[src/hdl/wpsc_pkg.sv]
`default_nettype none
// ----------------------------------------------------------------------------
// wpsc_pkg
// Shared types and constants of the waveform peak and shape classifier.
// ----------------------------------------------------------------------------
package wpsc_pkg;

   localparam int SAMPLE_BITS    = 12;
   localparam int SUM_BITS       = 13;
   localparam int THR_BITS       = 15;
   localparam int MULT_BITS      = 6;
   localparam int COUNT_BITS     = 9;
   localparam int CSR_DATA_BITS  = 32;
   localparam int CSR_ADDR_BITS  = 3;
   localparam int WIN_START      = 10;

   localparam logic [MULT_BITS-1:0] MULT_RESET = 6'd10;

   // Register index as it sits in the word address.
   localparam logic REG_MULTIPLIER = 1'b0;

   typedef enum logic [1:0] {
      WAVE_UNKNOWN  = 2'd0,
      WAVE_SINE     = 2'd1,
      WAVE_SQUARE   = 2'd2,
      WAVE_TRIANGLE = 2'd3
   } wave_class_type;

   typedef struct packed {
      logic accept;
      logic load_sums;
      logic scan_en;
      logic load_result;
   } ctrl_cmd_type;

   typedef struct packed {
      logic scan_done;
   } ctrl_status_type;

endpackage : wpsc_pkg
`default_nettype wire

[src/hdl/wpsc_ctrl.sv]
`default_nettype none
// ----------------------------------------------------------------------------
// wpsc_ctrl
// Sequencer: collects a block of samples, then runs the sum, window scan and
// result steps and owns both handshakes.
// ----------------------------------------------------------------------------
module wpsc_ctrl (
   input  wire logic                     clock,
   input  wire logic                     reset,
   input  wire logic                     req_valid,
   input  wire logic                     req_last_sample,
   output logic                          req_ready,
   output logic                          rsp_valid,
   input  wire logic                     rsp_ready,
   output wpsc_pkg::ctrl_cmd_type        cmd,
   input  wire wpsc_pkg::ctrl_status_type status
);
   import wpsc_pkg::*;

   typedef enum logic [1:0] {
      ST_COLLECT,
      ST_SUMS,
      ST_SCAN,
      ST_RESULT
   } state_type;

   state_type state_ff;
   logic      rsp_valid_ff;
   logic      slot_free;

   assign req_ready = (state_ff == ST_COLLECT);
   assign rsp_valid = rsp_valid_ff;
   assign slot_free = !rsp_valid_ff || rsp_ready;

   always_comb begin
      cmd             = '0;
      cmd.accept      = (state_ff == ST_COLLECT) && req_valid;
      cmd.load_sums   = (state_ff == ST_SUMS);
      cmd.scan_en     = (state_ff == ST_SCAN);
      cmd.load_result = (state_ff == ST_RESULT) && slot_free;
   end

   always_ff @(posedge clock) begin
      if (reset) begin
         state_ff     <= ST_COLLECT;
         rsp_valid_ff <= 1'b0;
      end else begin
         if (cmd.load_result) begin
            rsp_valid_ff <= 1'b1;
         end else if (rsp_ready) begin
            rsp_valid_ff <= 1'b0;
         end
         unique case (state_ff)
            ST_COLLECT: begin
               if (req_valid && req_last_sample) begin
                  state_ff <= ST_SUMS;
               end
            end
            ST_SUMS: begin
               state_ff <= ST_SCAN;
            end
            ST_SCAN: begin
               if (status.scan_done) begin
                  state_ff <= ST_RESULT;
               end
            end
            ST_RESULT: begin
               if (slot_free) begin
                  state_ff <= ST_COLLECT;
               end
            end
            default: begin
               state_ff <= ST_COLLECT;
            end
         endcase
      end
   end

endmodule : wpsc_ctrl
`default_nettype wire

[config.mk]
export PLATFORM = sky130hd
export DESIGN_NAME = wpsc_ctrl
export DESIGN_NICKNAME = d
export VERILOG_FILES = /design/src/hdl/wpsc_pkg.sv /design/src/hdl/wpsc_ctrl.sv
export SDC_FILE = /design/constraint.sdc
export NUM_CORES = 1
export LEC_CHECK = 0
export ABC_AREA = 1
export BUFFER_PORTS_ARGS = -buffer_cell sky130_fd_sc_hd__buf_2
export CAP_MARGIN = 20
export CORE_AREA = 8 8 45 47
export DETAILED_ROUTE_END_ITERATION = 8
export DIE_AREA = 0 0 53 55
export HOLD_SLACK_MARGIN = 0.02
export REMOVE_ABC_BUFFERS = 1
export SLEW_MARGIN = 20
export SYNTH_ARGS = -nofsm -noshare
export SYNTH_HDL_FRONTEND = slang
export SYNTH_SLANG_ARGS = --single-unit
[constraint.sdc]
create_clock -name clock -period 1.6 [get_ports clock]
set_input_delay 0.16 -clock clock [delete_from_list [all_inputs] [get_ports clock]]
set_output_delay 0.16 -clock clock [all_outputs]
set_load 0.005 [all_outputs]
Word-level counts from Yosys, hierarchy flattened
Cells that the tools add are included.
{"block": "totals", "word_cells": 22, "ff_bits": 3, "out_inout_bits": 6}
{"block": "op_classes", "eq_ne": 6, "mux": 6, "reduce_logical": 8}
{"cell": "$pmux 2 s4", "count": 1}
{"cell": "$mux 2", "count": 3}
{"cell": "$eq 2x2->1 const B", "count": 2}
{"cell": "$ne 2x1->1 const B", "count": 2}
{"cell": "$logic_and 1x1->1", "count": 3}
{"cell": "$reduce_and 3->1", "count": 1}
{"cell": "$eq 2x1->1 const B", "count": 1}
{"cell": "$logic_not 2->1", "count": 1}
{"cell": "$mux 1", "count": 2}
{"cell": "$ne 2x2->1 const B", "count": 1}
{"cell": "$reduce_bool 2->1", "count": 1}
{"cell": "$logic_not 1->1", "count": 1}
{"cell": "$logic_or 1x1->1", "count": 1}

Logic depth before layout (Yosys ltp)
Gate-level depths: netlist (run 1).
{"block": "logic_depth", "ltp_word": 4, "ltp_mapped": 7}

Worst setup path before layout (run 1)
OpenSTA, ideal clock, no wires.
{"block": "synth_path", "path_kind": "flip-flop to flip-flop", "from": "register state_ff[0]", "to": "register state_ff[1]", "period_less_slack_ns": 1.023, "stages_incl_launch_ff": 8, "slack_ns": 0.577, "setup_ns": 0.064, "arrival_time_ns": 0.959, "path_cell_list": "dfxtp_1 inv_1 ha_1 nand2_2 nand3_2 nand2_1 inv_1 nor2_1"}
{"block": "synth_via", "elab_chain_cells": 3, "elab_cells_between_ends": 9}
{"element": "start, declared", "line_no": "wpsc_ctrl.sv:27", "rtl": "state_type state_ff;"}
{"element": "start signal, assigned", "line_no": "wpsc_ctrl.sv:45", "rtl": "state_ff <= ST_COLLECT;"}
{"element": "start signal, assigned", "line_no": "wpsc_ctrl.sv:56", "rtl": "state_ff <= ST_SUMS;"}
{"element": "start signal, assigned", "line_no": "wpsc_ctrl.sv:60", "rtl": "state_ff <= ST_SCAN;"}
{"element": "$logic_not 2->1 *"}
{"element": "net req_ready", "line_no": "wpsc_ctrl.sv:12", "rtl": "output logic req_ready,"}
{"element": "$ne 2x1->1 (no source line)"}
{"element": "$reduce_and 3->1 (no source line)"}
Mark *: on every way through the listed nets, which the timed path passes. The rest lies on a longest branch.
A chain may end at the register's enable or synchronous reset.

==> flow_summary.toml, run 1 <==
[placement]
routabilityCongestion = 0.678
place_hpwl_um = 460
io_buffers = 11
dpl_cell_area_um2 = 304

[die]
core_mm2 = 0.00138
die-area_mm2 = 0.00292
io_pins = 12
chipWidth_um = 53
die_h_um = 55
initial_core_util = 0.165
rows = 14

[flow_run]
maxCapViolCount = 0

[routing]
first_pass_iters = 4
totalWireLength_um = 553
num_vias = 236
vias_per_cell = 3.69
antenna_left = 0
drc = 0
drt_iter0_drc = 1
wl_per_cell_um = 8.64

[synth]
synthCells = 33
postSynthAreaPerCell_um2 = 6.94
synth_seq_area_share = 0.262
post_synth_num_cell_types = 9
synth_warnings = 0
yosysTopAreaCell = "dfxtp_1"
ys_top_cells_by_area = "dfxtp_1 (26%), ha_1 (22%), inv_1 (15%)"
ys_ff_latch = 3
synth_area_um2 = 229
yosysTopAreaCellShare = 0.262

[sta]
slew_violations = 0
max_freq_mhz = 782
finalSetupViolations = 0
tns_ns = 0
worstMarginPinSlew_ns = 0.145
min_period_ns = 1.28
finalCritPeriodShare = 0.799
max_slew_margin = 0.904
rsz0062_at_grt = "no"
final.setup_skew_ns = 0.00538
hold_viol = 0

[pwr]
leakagePower_nw = 0.199
vdd_ir_drop_max_uv = 484
p_per_area_mw_per_mm2 = 1590

[clock_tree]
clk_latency_ns = 0.23
cts.reportedPaths.clkPinSlew_ns = 0.04
cts_sinks = 3
cts_root_buf = "clkbuf_4"
cts_hold_buf = 0
cts_buffer_depth = 2
post-cts-setup-buffers = 0
cts_resized = 0
cts_buffers = 3
htree_levels = 1
cts_tree = "done"

[setup_path]
crit_path_end = "cmd[3]"
startpoint = "state_ff[0]"
r2r-end = "state_ff[1]"
critPathArrivalTime_ns = 1.12
cp.required_ns = 1.44
critPathLaunchType = "register"
rr_worst_depth = 7
path_max_fanout = 4
cp-end-kind = "primary output"
reg2reg_from = "state_ff[0]"
r2r_slack_ns = 0.51
crit_type = "reg2out"

[final_layout]
area_delta_synth_final_pct = 44.3
nets = 59
n_antenna_cell = 0
final_cell_mix = "buf_2 (11), inv_1 (9), nand2_1 (8), ha_1 (4)"
final_common_cell = "buf_2"
fin_area_um2 = 330
drive_gt1_frac = 0.354
fillCellCount = 164

[worst_hold_path]
hold_class = "in2reg"
hold_path.startpoint = "reset"

[global_routing]
grt_pass1_wl_um = 814
grt_max_degree = 5
antenna_found_initial = 0
grt_util_all_layers = 0.0410
grt_pass1_vias = 218
grt-ovfl-total = 0

[outcome]
status = "finished, final reports clean"
worst max-delay path, cell delays in order (launching register included):
cell and delay (ns):
dfxtp_1 0.35, inv_1 0.08, ha_1 0.24, nand2_1 0.07, inv_1 0.03, buf_2 0.11
cells by family after synthesis:
logic type	count (synthesis)	synth area share
flip-flops	3	0.262
buffers and inverters	9	0.148
AND/OR/NAND/NOR	14	0.306
AO/OA/AOI/OAI	3	0.0656
adder cells (fa/ha/maj)	4	0.219
synthesized netlist by cell type:
| master | number |
|---|---|
| dfxtp_1 | 3 |
| nor2_1 | 2 |
| a21oi_1 | 3 |
| nand2_1 | 8 |
| ha_1 | 4 |
| nand4_1 | 1 |
| nand3_2 | 2 |
| nand2_2 | 1 |
| inv_1 | 9 |
registers in the layout, indices dropped and copies added, names as in the netlist:
register,cells
rsp_valid,1
state_ff,2
area by class of cell:
type | instances | area, µm² | area share
clock buffers | 4 | 26.3 | 0.0795
multi-input cells | 21 | 135 | 0.409
inverters | 9 | 33.8 | 0.102
well taps | 16 | 20.0 | 0.0606
repair buffers | 11 | 55.1 | 0.167
flip-flops and latches | 3 | 60.1 | 0.182
worst min path at each step:
stage	end	slack, ns	cells past startpoint
final	rsp_valid	0.09	2
after global routing	rsp_valid	0.08	2
after CTS	rsp_valid	0.08	2
after detailed placement	rsp_valid	0.34	2
after global placement	rsp_valid	0.34	2
after floorplan	rsp_valid	0.23	1
power breakdown:
part           total, mW  internal [mW]  switching [mW]
Combinational      0.269          0.120           0.149
Clock              0.135         0.0936          0.0413
Sequential         0.121          0.101          0.0203
per-layer routing:
metal,up-vias,GRT usage,wire length (µm)
met5,-,0,0
met4,0,0.0129,0
met3,0,0.0535,106
met2,10,0.0645,251
met1,98,0.0288,196
li1,128,-,-
metrics by stage:
stage	setup slack, ns	hold WS [ns]	util	total power, mW	cells
3_3_place_gp	0.529	0.336	0.220	0.395	60
4_1_cts	0.295	0.0798	0.239	0.544	64
3_5_place_dp	0.500	0.338	0.220	0.397	60
2_1_floorplan	0.577	0.229	-	0.308	33
5_1_grt	0.218	0.0820	0.239	0.593	64
6_report	0.322	0.0908	0.239	0.525	64
Note: power is estimated with default switching activity, not from simulation.
==> inputs of run 2 (changes only) <==
clock period = 1.3 ns   (was 1.6 ns; I/O delays follow)
==> run 2 against run 1 <==
Global-route usage rose by 0.49 points. Routed wire length fell by 3.1%. Total power rose by 25%. Die area did not move. Cell count did not move. Hold slack got worse by 0.027 ns. Sequential power rose by 30%. Via count did not move.
==> flow_summary.toml, run 2 (synthesis gave the netlist of run 1 again) <==
[die]
chipWidth_um = 53
die-area_mm2 = 0.00292
die_h_um = 55
rows = 14
initial_core_util = 0.165
io_pins = 12
core_mm2 = 0.00138

[final_layout]
final_cells = 64
top_register = "state_ff"
final_cell_mix = "buf_2 (11), inv_1 (9), nand2_1 (8), a21oi_1 (3), clkbuf_4 (3)"
nets = 59
drive_gt1_frac = 0.438
area_delta_synth_final_pct = 47.5
final_common_cell = "buf_2"
largest_reg_flops = 2
n_antenna_cell = 0

[global_routing]
grt_max_degree = 5
grt_pass1_wl_um = 890
grt_util_all_layers = 0.0459
grt-ovfl-total = 0
antenna_found_initial = 0
grt_pass1_vias = 232

[clock_tree]
cts_tree = "done"
cts_root_buf = "clkbuf_4"
htree_levels = 1
cts_buffers = 3
cts.reportedPaths.clkPinSlew_ns = 0.04
cts_sinks = 3
post-cts-setup-buffers = 0
clk_latency_ns = 0.23
cts_buffer_depth = 2

[routing]
num_vias = 236
drt_iter0_drc = 5
vias_per_cell = 3.69
totalWireLength_um = 536
wl_per_cell_um = 8.38
drc = 0
antenna_left = 0
first_pass_iters = 2

[setup_path]
r2r-end = "state_ff[1]"
startpoint = "state_ff[0]"
cp-end-kind = "primary output"
crit_type = "reg2out"
critPathSlowestCell = "dfxtp_2"
critPathArrivalTime_ns = 1.06
slowest_delay_ns = 0.32
path_cells = "inv_1 -> ha_2 -> nand2_1 -> inv_1 -> buf_2"
cp.required_ns = 1.17
r2r_slack_ns = 0.24
reg2reg_from = "state_ff[0]"
critPathLaunchType = "register"
path_max_fanout = 4
cp_common_cell = "inv_1"
rr_worst_depth = 7

[flow_run]
maxCapViolCount = 0

[worst_hold_path]
hold_path.startpoint = "reset"
hold-path-endpoint = "rsp_valid"
min_path_cells = 2
hold_class = "in2reg"

[sta]
finalCritPeriodShare = 0.915
max_freq_mhz = 840
max_slew_margin = 0.912
worst_slack_ns = 0.110
min_period_ns = 1.19
worstMarginPinSlew_ns = 0.132
tns_ns = 0
rsz0062_at_grt = "no"
slew_violations = 0
finalSetupViolations = 0
hold_viol = 0
final.setup_skew_ns = 0.00124

[placement]
place_hpwl_um = 442
dpl.cell_count = 60
io_buffers = 11
routabilityCongestion = 0.686
pre_cts_ws_ns = 0.213

[pwr]
p_per_area_mw_per_mm2 = 1940
p_total_mw = 0.656
vdd_ir_drop_max_uv = 658
leakagePower_nw = 0.196

[outcome]
status = "finished, final reports clean"
## run 2: cell counts in the layout (fill, tap and decap cells not counted)
Identical to the previous run, type by type.
## run 2: layout make-up
class / instances / area [µm²]
timing repair buffer: 11 / 55.1
fill: 162 / 1050
tap: 16 / 20.0
clock buffer: 4 / 26.3
inverter: 9 / 33.8
multi-input combinational: 21 / 140
sequential: 3 / 62.6
## run 2: timing repair
item,in CTS,in global routing
gates resized for setup,0,4
endpoints found under the setup margin,0,2
hold buffers,0,0
## run 2: worst max-delay path by stage
stage	to	slack [ns]	cells past startpoint
2_1_floorplan	state_ff[1]	0.28	7
3_3_place_gp	state_ff[1]	0.23	6
3_5_place_dp	state_ff[1]	0.21	7
4_1_cts	cmd[3]	0.02	5
5_1_grt	cmd[0]	0.01	4
6_report	cmd[3]	0.11	5
## run 2: critical path: cells and delay by family, from the launching register on
kind | cells | cell delay (ns)
fa+ha+maj | 1 | 0.21
buf+inv | 3 | 0.25
flops | 1 | 0.32
simple gates | 1 | 0.05
## run 2: metal layers
metal | up-vias | global-route usage | routed length [µm]
met1 | 95 | 0.0364 | 186
met4 | 0 | 0.0517 | 9
met5 | - | 0 | 0
met3 | 2 | 0.0401 | 103
li1 | 129 | - | -
met2 | 10 | 0.0645 | 237
## run 2: where the power goes
| part | switching, mW | internal, mW | leakage [nW] |
|---|---|---|---|
| combinational | 0.182 | 0.155 | 0.156 |
| clock | 0.0466 | 0.115 | 0.0150 |
| sequential | 0.0266 | 0.131 | 0.0253 |
| total | 0.256 | 0.401 | 0.196 |
## run 2: through the flow
stage	hold slack [ns]	area [µm²]	utilization
after floorplan	0.199	229	-
after CTS	0.0559	330	0.239
after global placement	0.306	304	0.220
final	0.0640	338	0.244
after global routing	0.0552	338	0.244
after detailed placement	0.307	304	0.220
